File: src/sv/assert_macros.svh
// ---------------------------------------------------------------------------
// Assertion macros
// Concurrent assertion forms, clocked on clk and quiet during rst.
// ---------------------------------------------------------------------------
`ifndef ASSERT_MACROS_SVH
`define ASSERT_MACROS_SVH

// Check that a property holds at every clock edge.
`define PMD_ASSERT(label, prop, msg) \
  label: assert property (@(posedge clk) disable iff (rst) (prop)) else $error(msg);

// Check that a consequent holds in the cycle after an antecedent.
`define PMD_ASSERT_NEXT(label, ante, cons, msg) \
  label: assert property (@(posedge clk) disable iff (rst) (ante) |=> (cons)) else $error(msg);

`endif

File: src/sv/pmd_pkg.sv
// ---------------------------------------------------------------------------
// Mouse packet decoder package
// Event codes, packet descriptor type and queue sizing for the decoder modules.
// ---------------------------------------------------------------------------
package pmd_pkg;

  // Event codes; each code is also the bit position in the event mask
  typedef enum logic [2:0] {
    KIND_MOVE_X = 3'd0,
    KIND_MOVE_Y = 3'd1,
    KIND_LEFT   = 3'd2,
    KIND_RIGHT  = 3'd3,
    KIND_MIDDLE = 3'd4,
    KIND_SYNC   = 3'd5
  } pmd_kind_t;

  localparam int unsigned EVENT_COUNT = 6;

  // Header byte bits
  localparam logic [7:0] SYNC_BIT      = 8'h08;
  localparam logic [7:0] OVERFLOW_BITS = 8'hc0;
  localparam logic [7:0] SRC_LEFT      = 8'h01;
  localparam logic [7:0] SRC_RIGHT     = 8'h02;
  localparam logic [7:0] SRC_MIDDLE    = 8'h04;

  // Held button positions
  localparam int unsigned HELD_LEFT   = 0;
  localparam int unsigned HELD_MIDDLE = 1;
  localparam int unsigned HELD_RIGHT  = 2;

  localparam int unsigned PMD_QUEUE_DEPTH = 2;

  // One decoded packet, waiting to be turned into events
  typedef struct packed {
    logic [EVENT_COUNT-1:0] events;
    logic signed [8:0]      move_x;
    logic signed [8:0]      move_y;
    logic [2:0]             buttons;
  } pmd_packet_t;

endpackage

File: src/sv/pmd_if.sv
// ---------------------------------------------------------------------------
// Mouse packet decoder channels
// Valid/ready channels for raw bytes in and decoded events out.
// ---------------------------------------------------------------------------
interface pmd_byte_if;
  logic       valid;
  logic       ready;
  logic [7:0] mouse_byte;

  modport source (output valid, output mouse_byte, input ready);
  modport sink   (input valid, input mouse_byte, output ready);
endinterface

interface pmd_event_if;
  logic              valid;
  logic              ready;
  logic [2:0]        event_kind;
  logic signed [8:0] event_value;
  logic              last_event;

  modport source (output valid, output event_kind, output event_value,
                  output last_event, input ready);
  modport sink   (input valid, input event_kind, input event_value,
                  input last_event, output ready);
endinterface

File: src/sv/pmd_front.sv
// ---------------------------------------------------------------------------
// Mouse packet decoder front end
// Assembles three-byte packets, filters them and queues a packet descriptor.
// ---------------------------------------------------------------------------
module pmd_front
  import pmd_pkg::*;
(
  input  logic        clk,
  input  logic        rst,
  input  logic        cfg_write_en,
  input  logic        cfg_write_data,
  pmd_byte_if.sink    byte_in,
  input  logic        push_ready,
  output logic        push_valid,
  output pmd_packet_t push_data
);

  logic        decode_enable;
  logic [1:0]  position;
  logic [1:0]  position_next;
  logic [2:0]  prev_buttons;
  logic [2:0]  prev_buttons_next;
  logic [7:0]  header;
  logic [7:0]  x_byte;
  logic        accept;
  logic [2:0]  buttons;
  logic [2:0]  changed;
  logic signed [8:0] move_x;
  logic signed [8:0] move_y;
  logic        worth_report;

  assign byte_in.ready = push_ready;
  assign accept        = byte_in.valid && byte_in.ready;

  // Decode the completed packet from the stored bytes and the current byte
  always_comb begin
    buttons              = '0;
    buttons[HELD_LEFT]   = |(header & SRC_LEFT);
    buttons[HELD_MIDDLE] = |(header & SRC_MIDDLE);
    buttons[HELD_RIGHT]  = |(header & SRC_RIGHT);
    changed              = buttons ^ prev_buttons;
    move_x               = {x_byte[7], x_byte};
    move_y               = 9'sd0 - $signed({byte_in.mouse_byte[7], byte_in.mouse_byte});
    worth_report         = (move_x != '0) || (move_y != '0) || (changed != '0);
  end

  always_comb begin
    position_next     = position;
    prev_buttons_next = prev_buttons;
    push_valid        = 1'b0;
    push_data.events  = '0;
    push_data.events[KIND_MOVE_X] = (move_x != '0);
    push_data.events[KIND_MOVE_Y] = (move_y != '0);
    push_data.events[KIND_LEFT]   = changed[HELD_LEFT];
    push_data.events[KIND_RIGHT]  = changed[HELD_RIGHT];
    push_data.events[KIND_MIDDLE] = changed[HELD_MIDDLE];
    push_data.events[KIND_SYNC]   = 1'b1;
    push_data.move_x  = move_x;
    push_data.move_y  = move_y;
    push_data.buttons = buttons;
    if (cfg_write_en && !cfg_write_data) begin
      position_next = 2'd0;
    end else if (accept) begin
      if (!decode_enable) begin
        position_next = 2'd0;
      end else if (position == 2'd0) begin
        if ((byte_in.mouse_byte & SYNC_BIT) != '0) begin
          position_next = 2'd1;
        end
      end else if (position == 2'd1) begin
        position_next = 2'd2;
      end else begin
        position_next = 2'd0;
        if (((header & OVERFLOW_BITS) == '0) && worth_report) begin
          push_valid        = 1'b1;
          prev_buttons_next = buttons;
        end
      end
    end
  end

  always_ff @(posedge clk) begin
    if (rst) begin
      decode_enable <= 1'b0;
      position      <= 2'd0;
      prev_buttons  <= '0;
    end else begin
      if (cfg_write_en) begin
        decode_enable <= cfg_write_data;
      end
      position     <= position_next;
      prev_buttons <= prev_buttons_next;
    end
  end

  // Packet bytes: payload only, always written before use
  always_ff @(posedge clk) begin
    if (accept && decode_enable && !(cfg_write_en && !cfg_write_data)) begin
      if (position == 2'd0) begin
        header <= byte_in.mouse_byte;
      end
      if (position == 2'd1) begin
        x_byte <= byte_in.mouse_byte;
      end
    end
  end

endmodule

File: src/sv/pmd_queue.sv
// ---------------------------------------------------------------------------
// Mouse packet decoder descriptor queue
// Short FIFO that decouples packet assembly from event issue.
// ---------------------------------------------------------------------------
module pmd_queue
  import pmd_pkg::*;
#(
  parameter int unsigned DEPTH = PMD_QUEUE_DEPTH
) (
  input  logic        clk,
  input  logic        rst,
  input  logic        push_valid,
  output logic        push_ready,
  input  pmd_packet_t push_data,
  output logic        pop_valid,
  input  logic        pop_ready,
  output pmd_packet_t pop_data
);

  localparam int unsigned IDX_W = (DEPTH > 1) ? $clog2(DEPTH) : 1;
  localparam int unsigned CNT_W = $clog2(DEPTH + 1);
  localparam logic [IDX_W-1:0] LAST_IDX = IDX_W'(DEPTH - 1);
  localparam logic [CNT_W-1:0] FULL_CNT = CNT_W'(DEPTH);

  pmd_packet_t      entries [DEPTH];
  logic [IDX_W-1:0] wr_ptr;
  logic [IDX_W-1:0] rd_ptr;
  logic [CNT_W-1:0] count;
  logic             do_push;
  logic             do_pop;

  assign push_ready = (count != FULL_CNT);
  assign pop_valid  = (count != '0);
  assign pop_data   = entries[rd_ptr];
  assign do_push    = push_valid && push_ready;
  assign do_pop     = pop_valid && pop_ready;

  always_ff @(posedge clk) begin
    if (rst) begin
      wr_ptr <= '0;
      rd_ptr <= '0;
      count  <= '0;
    end else begin
      if (do_push) begin
        wr_ptr <= (wr_ptr == LAST_IDX) ? '0 : wr_ptr + 1'b1;
      end
      if (do_pop) begin
        rd_ptr <= (rd_ptr == LAST_IDX) ? '0 : rd_ptr + 1'b1;
      end
      if (do_push && !do_pop) begin
        count <= count + 1'b1;
      end else if (do_pop && !do_push) begin
        count <= count - 1'b1;
      end
    end
  end

  always_ff @(posedge clk) begin
    if (do_push) begin
      entries[wr_ptr] <= push_data;
    end
  end

endmodule

File: src/sv/pmd_back.sv
// ---------------------------------------------------------------------------
// Mouse packet decoder back end
// Walks a packet's event mask; one event request per cycle unless stalled.
// ---------------------------------------------------------------------------
module pmd_back
  import pmd_pkg::*;
(
  input  logic        clk,
  input  logic        rst,
  input  logic        pop_valid,
  output logic        pop_ready,
  input  pmd_packet_t pop_data,
  pmd_event_if.source event_out
);

  `include "assert_macros.svh"

  logic [EVENT_COUNT-1:0] pending;
  logic [EVENT_COUNT-1:0] pending_next;
  logic [EVENT_COUNT-1:0] pending_after;
  logic [EVENT_COUNT-1:0] sel;
  pmd_packet_t            cur;
  logic                   out_free;
  logic                   emit;
  pmd_kind_t              kind;
  logic signed [8:0]      value;
  logic                   load;

  assign out_free = !event_out.valid || event_out.ready;
  assign emit     = out_free && (pending != '0);
  assign sel      = pending & (~pending + 1'b1);

  // Lowest pending bit gives the next event in report order
  always_comb begin
    kind = KIND_SYNC;
    for (int i = EVENT_COUNT - 1; i >= 0; i--) begin
      if (pending[i]) begin
        kind = pmd_kind_t'(3'(i));
      end
    end
  end

  always_comb begin
    unique case (kind)
      KIND_MOVE_X: value = cur.move_x;
      KIND_MOVE_Y: value = cur.move_y;
      KIND_LEFT:   value = {8'd0, cur.buttons[HELD_LEFT]};
      KIND_RIGHT:  value = {8'd0, cur.buttons[HELD_RIGHT]};
      KIND_MIDDLE: value = {8'd0, cur.buttons[HELD_MIDDLE]};
      KIND_SYNC:   value = '0;
      default:     value = '0;
    endcase
  end

  // Chain the next packet straight after the closing event
  always_comb begin
    pending_after = emit ? (pending & ~sel) : pending;
    load          = (pending_after == '0) && pop_valid;
    pending_next  = load ? pop_data.events : pending_after;
  end

  assign pop_ready = load;

  always_ff @(posedge clk) begin
    if (rst) begin
      pending         <= '0;
      event_out.valid <= 1'b0;
    end else begin
      pending <= pending_next;
      if (emit) begin
        event_out.valid <= 1'b1;
      end else if (event_out.ready) begin
        event_out.valid <= 1'b0;
      end
    end
  end

  always_ff @(posedge clk) begin
    if (load) begin
      cur <= pop_data;
    end
    if (emit) begin
      event_out.event_kind  <= kind;
      event_out.event_value <= value;
      event_out.last_event  <= (kind == KIND_SYNC);
    end
  end

  `PMD_ASSERT(a_last_is_sync, !event_out.valid || (event_out.last_event == (event_out.event_kind == KIND_SYNC)), "last_event out of step with sync kind")
  `PMD_ASSERT(a_sync_closes, (pending == '0) || pending[KIND_SYNC], "pending packet lost its sync event")
  `PMD_ASSERT_NEXT(a_button_level, emit && (kind == KIND_LEFT || kind == KIND_RIGHT || kind == KIND_MIDDLE), event_out.event_value[8:1] == '0, "button event value not a level")

endmodule

File: src/sv/ps2_mouse_packet_decoder_unit.sv
// ---------------------------------------------------------------------------
// PS/2 mouse packet decoder
// Turns auxiliary-channel bytes into movement, button and sync events.
// ---------------------------------------------------------------------------
// Usage:
//   byte_in   - raw mouse bytes, one request per accepted byte (valid/ready).
//   event_out - decoded events: kind, signed value and a last marker that
//               closes each packet's report with a sync event.
//   cfg_write_en / cfg_write_data - decode enable; writing 0 also clears the
//               packet position. Write only while the block is idle.
// Path: once a packet's third byte is accepted, its descriptor passes the
//   queue and the back end's pending mask into the output register; events
//   follow one per cycle while event_out is not stalled, up to six per packet.
// Throughput: a byte can be accepted every cycle while the queue is not full.
//   The back end issues one event per cycle unless stalled, two to six per
//   packet; the descriptor queue (QUEUE_DEPTH packets) absorbs bursts.
// Reset: decoding is disabled, the packet position and the held buttons
//   clear, the queue empties and no event is offered.
// Stall: while event_out.ready is low the current event holds in the output
//   register; the back end stops, the queue fills, and byte_in.ready drops
//   only once the queue is full.
// ---------------------------------------------------------------------------
module ps2_mouse_packet_decoder_unit
  import pmd_pkg::*;
#(
  parameter int unsigned QUEUE_DEPTH = PMD_QUEUE_DEPTH
) (
  input  logic        clk,
  input  logic        rst,
  input  logic        cfg_write_en,
  input  logic        cfg_write_data,
  pmd_byte_if.sink    byte_in,
  pmd_event_if.source event_out
);

  // Descriptor hand-off: front end to queue
  logic        push_valid;
  logic        push_ready;
  pmd_packet_t push_data;

  // Queue to back end
  logic        pop_valid;
  logic        pop_ready;
  pmd_packet_t pop_data;

  // Assemble, filter and classify packets
  pmd_front u_front (
    .clk            (clk),
    .rst            (rst),
    .cfg_write_en   (cfg_write_en),
    .cfg_write_data (cfg_write_data),
    .byte_in        (byte_in),
    .push_ready     (push_ready),
    .push_valid     (push_valid),
    .push_data      (push_data)
  );

  // Hold decoded packets so either side can stall on its own
  pmd_queue #(
    .DEPTH (QUEUE_DEPTH)
  ) u_queue (
    .clk        (clk),
    .rst        (rst),
    .push_valid (push_valid),
    .push_ready (push_ready),
    .push_data  (push_data),
    .pop_valid  (pop_valid),
    .pop_ready  (pop_ready),
    .pop_data   (pop_data)
  );

  // Issue the events of each packet in report order
  pmd_back u_back (
    .clk       (clk),
    .rst       (rst),
    .pop_valid (pop_valid),
    .pop_ready (pop_ready),
    .pop_data  (pop_data),
    .event_out (event_out)
  );

endmodule

File: src/flat_wrapper.sv
// flat-port wrapper written by rule: the top's interface ports become plain ports
module ps2_mouse_packet_decoder_unit_flat import pmd_pkg::*;
#(
  parameter int unsigned QUEUE_DEPTH = PMD_QUEUE_DEPTH
)
  (clk, rst, cfg_write_en, cfg_write_data, byte_in_valid, byte_in_mouse_byte, byte_in_ready, event_out_valid, event_out_event_kind, event_out_event_value, event_out_last_event, event_out_ready);
  pmd_byte_if byte_in_i ();
  pmd_event_if event_out_i ();
  input  logic clk;
  input  logic rst;
  input  logic cfg_write_en;
  input  logic cfg_write_data;
  input wire logic [$bits(byte_in_i.valid)-1:0] byte_in_valid;
  input wire logic [$bits(byte_in_i.mouse_byte)-1:0] byte_in_mouse_byte;
  output wire logic [$bits(byte_in_i.ready)-1:0] byte_in_ready;
  output wire logic [$bits(event_out_i.valid)-1:0] event_out_valid;
  output wire logic [$bits(event_out_i.event_kind)-1:0] event_out_event_kind;
  output wire logic [$bits(event_out_i.event_value)-1:0] event_out_event_value;
  output wire logic [$bits(event_out_i.last_event)-1:0] event_out_last_event;
  input wire logic [$bits(event_out_i.ready)-1:0] event_out_ready;
  assign byte_in_i.valid = byte_in_valid;
  assign byte_in_i.mouse_byte = byte_in_mouse_byte;
  assign byte_in_ready = byte_in_i.ready;
  assign event_out_valid = event_out_i.valid;
  assign event_out_event_kind = event_out_i.event_kind;
  assign event_out_event_value = event_out_i.event_value;
  assign event_out_last_event = event_out_i.last_event;
  assign event_out_i.ready = event_out_ready;
  ps2_mouse_packet_decoder_unit #(.QUEUE_DEPTH(QUEUE_DEPTH)) u_core (.clk(clk), .rst(rst), .cfg_write_en(cfg_write_en), .cfg_write_data(cfg_write_data), .byte_in(byte_in_i), .event_out(event_out_i));
endmodule
File: config.mk
export PLATFORM = sky130hd
export DESIGN_NAME = ps2_mouse_packet_decoder_unit_flat
export DESIGN_NICKNAME = d
export VERILOG_FILES = /design/src/sv/pmd_pkg.sv /design/src/sv/pmd_if.sv /design/src/sv/pmd_front.sv /design/src/sv/pmd_queue.sv /design/src/sv/pmd_back.sv /design/src/sv/ps2_mouse_packet_decoder_unit.sv /design/src/flat_wrapper.sv
export VERILOG_INCLUDE_DIRS = /design/src /design/src/sv
export SDC_FILE = /design/constraint.sdc
export NUM_CORES = 1
export LEC_CHECK = 0
export ABC_AREA = 1
export BUFFER_PORTS_ARGS = -buffer_cell sky130_fd_sc_hd__buf_2
export CORE_MARGIN = 10
export CORE_UTILIZATION = 54
export CTS_CLUSTER_SIZE = 25
export DETAILED_ROUTE_END_ITERATION = 10
export PLACE_DENSITY = 0.82
export SLEW_MARGIN = 20
export SYNTH_ARGS = -nofsm -noshare
export SYNTH_HDL_FRONTEND = slang
export SYNTH_SLANG_ARGS = --single-unit
File: constraint.sdc
create_clock -name clk -period 2.9 [get_ports clk]
set_input_delay 0.29 -clock clk [delete_from_list [all_inputs] [get_ports clk]]
set_output_delay 0.29 -clock clk [all_outputs]
set_load 0.03 [all_outputs]
=== Word-level counts from Yosys, hierarchy flattened ===
Memories as Yosys holds them, arrays and structs flattened. A register that Yosys moved wholly into a read port is not among the register bits.
Index checks and enable logic that the tools add are counted.

* Add/sub/neg operators: 6
* Multiplexer cells: 28
* Eq/ne operators: 8
* Reductions and logical operators: 35
* Bitwise logic cells: 8

{| class="wikitable"
|+ Operators by type and width
! operator !! count
|-
| $pmux 9 s5 || 1
|-
| $reduce_bool 9->1 || 2
|-
| $mux 1 || 15
|-
| $and 6x6->6 || 2
|-
| $mux 2 || 6
|-
| $mux 3 || 4
|-
| $mux 6 || 2
|-
| $not 6->6 || 2
|-
| $logic_and 1x1->1 || 11
|-
| $sub 1x8->9 const A || 1
|-
| $logic_not 8->1 || 1
|-
| $add 6x1->6 const B || 1
|-
| $eq 3x2->1 const B || 2
|-
| $eq 3x3->1 const B || 2
|-
| $logic_not 6->1 || 1
|-
| $reduce_and 2->1 || 3
|-
| $reduce_and 6->1 || 1
|-
| $reduce_bool 2->1 || 3
|-
| $reduce_bool 6->1 || 1
|-
| $logic_not 1->1 || 5
|-
| $eq 3x1->1 const B || 1
|-
| $logic_not 3->1 || 1
|-
| $logic_or 1x1->1 || 3
|-
| $ne 3x3->1 const B || 1
|-
| 10 further kinds || 13
|}

* Input bits: 14
* Memories kept: 1
* Output and inout port bits: 15
* Logic and storage cells: 102
* Memory bits (writable): 52
* Flip-flop bits (word level): 67

{| class="wikitable"
|+ Memory list
! memory !! depth !! width !! rd ports !! clocked after Yosys merged registers in !! write ports !! RTL line !! source
|-
| u_core.u_queue.entries || 2 || 26 || 1 || 1 || 1 || pmd_queue.sv:25 || <nowiki>pmd_packet_t entries [DEPTH];</nowiki>
|}

=== Logic depth before layout (Yosys ltp) ===
* Depth after elaboration: 16
* Gate-level depth with buffers: 16
* Depth with buffers taken out: 16

=== Modules after synthesis ===
From an unflattened synthesis, not the netlist that was laid out.

* Cells, all modules: 366
* Area total of the unflattened synthesis: 4986.0 um^2

{| class="wikitable"
|+ By module, submodules not included
! module !! times used !! cells each !! sequential area each (um^2) !! area an instance (um^2)
|-
| pmd_queue || 1 || 121 || 1721.7 || 2290.9
|-
| pmd_back || 1 || 114 || 1161.1 || 1575.3
|-
| pmd_front || 1 || 131 || 510.5 || 1119.8
|}

=== Worst setup path after synthesis ===
OpenSTA, ideal clock, no wires.

* Path kind: input-to-reg
* Start point: input byte_in_mouse_byte[0]
* End point: memory u_core.u_queue.entries[0][0] (netlist name) (enable)
* Path slack: 196 ps
* Data arrival time: 2297 ps
* Required time: 2493 ps
* Setup time: 407 ps
* Buffers on the path: 0
* Stages: 9
* Path through: inv_1 ha_1 xnor2_1 nor2_1 nand2_1 nor2_4 nand3_4 nand2_1 nor2_1

{| class="wikitable"
|+ RTL lines
! item !! RTL line !! source
|-
| start, declared || flat_wrapper.sv:14 || <nowiki>input wire logic [$bits(byte_in_i.mouse_byte)-1:0] byte_in_mouse_byte;</nowiki>
|-
| end, declared || pmd_queue.sv:25 ||
|}

=== Worst setup path after layout ===
* Start point: input byte_in_mouse_byte[0]
* End point: register u_core.u_queue.count[1]

* Longest elaborated chain between the ends: 15
* Elaborated cells on any way between the ends: 17
* Those cells by class: add/sub (1); mux (7); reduce/logical (9)

{| class="wikitable"
|+ Ends and longest elaborated chain
! item !! RTL line !! source
|-
| $sub 1x8->9 * || pmd_front.sv:43 || <nowiki>move_y = 9'sd0 - $signed({byte_in.mouse_byte[7], byte_in.mouse_byte});</nowiki>
|-
| $reduce_bool 9->1 * || pmd_front.sv:44 || <nowiki>worth_report = (move_x != '0) || (move_y != '0) || (changed != '0);</nowiki>
|-
| $logic_or 1x1->1 * (2 in a row) || pmd_front.sv:44 ||
|-
| $logic_and 1x1->1 * || pmd_front.sv:74 || <nowiki>if (((header & OVERFLOW_BITS) == '0) && worth_report) begin</nowiki>
|-
| $mux 1 * || pmd_front.sv:74 ||
|-
| $mux 1 * || pmd_front.sv:70 || <nowiki>end else if (position == 2'd1) begin</nowiki>
|-
| $mux 1 * || pmd_front.sv:66 || <nowiki>end else if (position == 2'd0) begin</nowiki>
|-
| $mux 1 * || pmd_front.sv:64 || <nowiki>if (!decode_enable) begin</nowiki>
|-
| $mux 1 * || pmd_front.sv:63 || <nowiki>end else if (accept) begin</nowiki>
|-
| $mux 1 * || pmd_front.sv:61 || <nowiki>if (cfg_write_en && !cfg_write_data) begin</nowiki>
|-
| $logic_and 1x1->1 * || pmd_queue.sv:35 || <nowiki>assign do_push = push_valid && push_ready;</nowiki>
|-
| via u_core.u_queue.do_push || pmd_queue.sv:29 || <nowiki>logic do_push;</nowiki>
|-
| $logic_not 1->1 || pmd_queue.sv:52 || <nowiki>end else if (do_pop && !do_push) begin</nowiki>
|-
| $logic_and 1x1->1 || pmd_queue.sv:52 ||
|-
| $reduce_bool 2->1 (no line) || - ||
|-
| end signal, assigned || pmd_queue.sv:51 || <nowiki>count <= count + 1'b1;</nowiki>
|-
| end signal, assigned || pmd_queue.sv:53 || <nowiki>count <= count - 1'b1;</nowiki>
|-
| end, declared || pmd_queue.sv:28 || <nowiki>logic [CNT_W-1:0] count;</nowiki>
|}

The timed path passes the listed nets; every way through them passes the cells marked *.
A chain may end at the register's enable or synchronous reset.

==> metrics.txt <==
total wire length slightly below 9000 um; Leak around 2.1 nW; Max rail drop VDD about 0.00052 V; synthesized net count about 370; post-synth top area cell edfxtp_1; CTS root buffer clkbuf_8; maxcap violations 0; GRT Resource Usage Total 14.2%; Syn-to-layout area delta 19.1%; commonest non-fill, non-tap cell in the layout edfxtp_1; global-route wire length before repair ~14000 um; fill cell count about 600; Die ar. 12800 sq um; Post-Layout Cell Count about 520; Top FF cell, synth edfxtp_1; Slew Limit Fails 0; postcts setup bufs 0; clk_skew between 6 and 7 ps; post-synth top area share around three fifths; Worst Tran Pin Value approximately 540 ps; minimum clock period roughly 2600 ps; Final ANT Viol Nets 0; RD Place Congestion ~0.77; Post-synth EDFFs 96; most frequent cells in the layout 96 x edfxtp_1, 38 x nand2_1, 37 x inv_1; hpwl dp roughly 5700 um; vias per inst 5.46; synth top area cells edfxtp_1 61%, dfxtp_1 7.7%, mux2_2 6.0%; ANT cells 0; drt initial violations slightly above 100; drt pass-1 iters 4; nets@finish a little over 400; Worst Path Required roughly 3300 ps; initial antenna violation count 0; die width 113 um; CP max FO 9; synthesized area 4690 sq um; Clock Pin Slew Worst Setup and Hold Paths about 50 ps; post-synthesis instance total ~350; synth warn 0; Initial Utilization approximately 56%; final setup fails 0; buffer depth of the longest clock path 2; CTS tree yes; Final Hold Viols 0; H-tree Lvls 4; Hold WS about 32 ps; Port Buf Inserts 28; TritonCTS buffer count 17; fin crit share 89.4%; Crit. End Element flop; I/O Pins 29; vias post-DR 2818; critical path type input port to flop; slew margin rel. about 64%; Synth Register Bits 114; outcome completed; routed len/inst approximately 17 um; setup_tns 0 ps; worst min-delay path class input port to flop; DRC Markers 0; vias in the first global route 2972; Cell Rows 33; clock sink count between 100 and 150; Seq/Total Area, Yosys 69.1%; Die H about 110 um; Cell variety after synth 37; largest net degree at the start of global routing 26; WP data arrival 2980 ps; Power Density slightly above 1000 nW/um^2; share of layout cells above drive strength 1 approximately 28%; Critical Path Source Type input port; syn avg cell area between 10 and 15 sq um; Congestion Overflow GR 0; FFs w/ async S/R, synth 0%; RSZ-0062 raised after global routing no; Core Area roughly 8300 sq um; Peak Freq 0.386 GHz; clk_lat worst skew 500 ps; DP Cell Count between 400 and 500
-- worst paths after layout --
path	startpoint	end	slack [ps]	depth (start not counted)
max reg2reg	u_core.u_back.pending[0]$_SDFF_PP0_	u_core.u_queue.count[1]$_SDFFE_PP0P_	560	11
min reg2reg	u_core.u_front.x_byte[7]$_DFFE_PP_	u_core.u_queue.entries[0][20]$_DFFE_PP_	480	0
min	byte_in_mouse_byte[5]	u_core.u_front.x_byte[5]$_DFFE_PP_	30	1
max	byte_in_mouse_byte[0]	u_core.u_queue.count[1]$_SDFFE_PP0P_	310	16
-- per-layer routing --
layer | wire, um | GRT usage (%) | vias to the layer above | share of wire (%)
met2 | 4310 | 23.6 | 92 | 50
met1 | 3710 | 16.2 | 1376 | 43
li1 | - | - | 1336 | -
met5 | 0 | 0 | - | 0
met3 | 493 | 4.91 | 14 | 5.7
met4 | 144 | 6.18 | 0 | 1.7
-- metrics by stage --
step | total power, mW | utilization, % | setup WS [ps] | instance area, sq um
finish | 5.76 | 67.0 | 307 | 5590
global route | 6.06 | 67.0 | 45.8 | 5590
CTS | 5.80 | 67.0 | 197 | 5580
detailed placement | 3.82 | 59.8 | 282 | 4990
global placement | 3.76 | 59.8 | 475 | 4990
floorplan | 3.47 | - | 196 | 4690
-- state kept, by name (all words and copies together), names as in the netlist, named ones only --
register	flops
u_core.u_back.cur	20
u_core.u_front.decode_enable	1
u_core.u_queue.rd_ptr	1
u_core.u_queue.count	2
u_core.u_back.event_out.last_event	1
u_core.u_front.x_byte	8
u_core.u_front.prev_buttons	3
u_core.u_back.event_out.event_value	9
u_core.u_front.position	2
u_core.u_queue.wr_ptr	1
u_core.u_back.pending	6
u_core.u_front.header	5
u_core.u_queue.entries	50
u_core.u_back.event_out.valid	1
u_core.u_back.event_out.event_kind	3
-- cell families (layout without fill, tap and decap cells) --
logic type      after synthesis  count (layout)  share of synthesized area [%]
simple gates                123             123                           14.2
fa+ha+maj                     3               3                          0.800
xor+xnor                      5               5                          0.933
compound gates               33              33                           4.91
flops                       114             114                           69.1
buf+inv                      46             108                           4.05
mux                          25              25                           6.00
-- critical path, stage by stage --
cell and delay (ps):
dlygate4sd3_1 530, buf_2 150, inv_2 110, ha_2 250
nand4_1 160, nand2_1 140, nand2_1 100, nor2_4 150
nand3_4 130, nand2_1 140, inv_1 60, ha_1 320
a21oi_1 130, o21ai_0 120, o21ai_1 140, a21oi_1 60
-- report_power, final --
part | switching (mW) | leakage [nW] | total, mW | internal [mW]
logic | 0.980 | 0.789 | 1.45 | 0.474
registers | 0.137 | 1.03 | 2.34 | 2.20
clock network | 0.681 | 0.297 | 1.97 | 1.29
total | 1.80 | 2.11 | 5.76 | 3.96
-- final cells by class --
type / instances / area, sq um / area share [%]
Tap cell: 105 / 131 / 2.35
Clock buffer: 25 / 548 / 9.81
Clock inverter: 7 / 38.8 / 0.694
Multi-Input combinational cell: 189 / 1260 / 22.6
Timing Repair Buffer: 35 / 208 / 3.72
Inverter: 41 / 154 / 2.75
Sequential cell: 114 / 3240 / 58.1
-- cells in the mapped netlist, drive strengths merged (2+ instances only) --
master / count
dfxtp: 18
nand4: 8
clkinv: 2
edfxtp: 96
inv: 39
a32o: 6
xnor2: 4
o21ai: 4
nand2: 43
a21oi: 18
mux2: 25
buf: 4
nor2: 42
nand3: 25
nor3: 2
ha: 3
-- what timing repair did --
item,4_1_cts,5_1_grt
resized for setup,0,3
endpoints found under the hold margin,4,0
setup endpoints to repair,0,1
hold buffers,1,0
(Power assumes the default switching activity.)
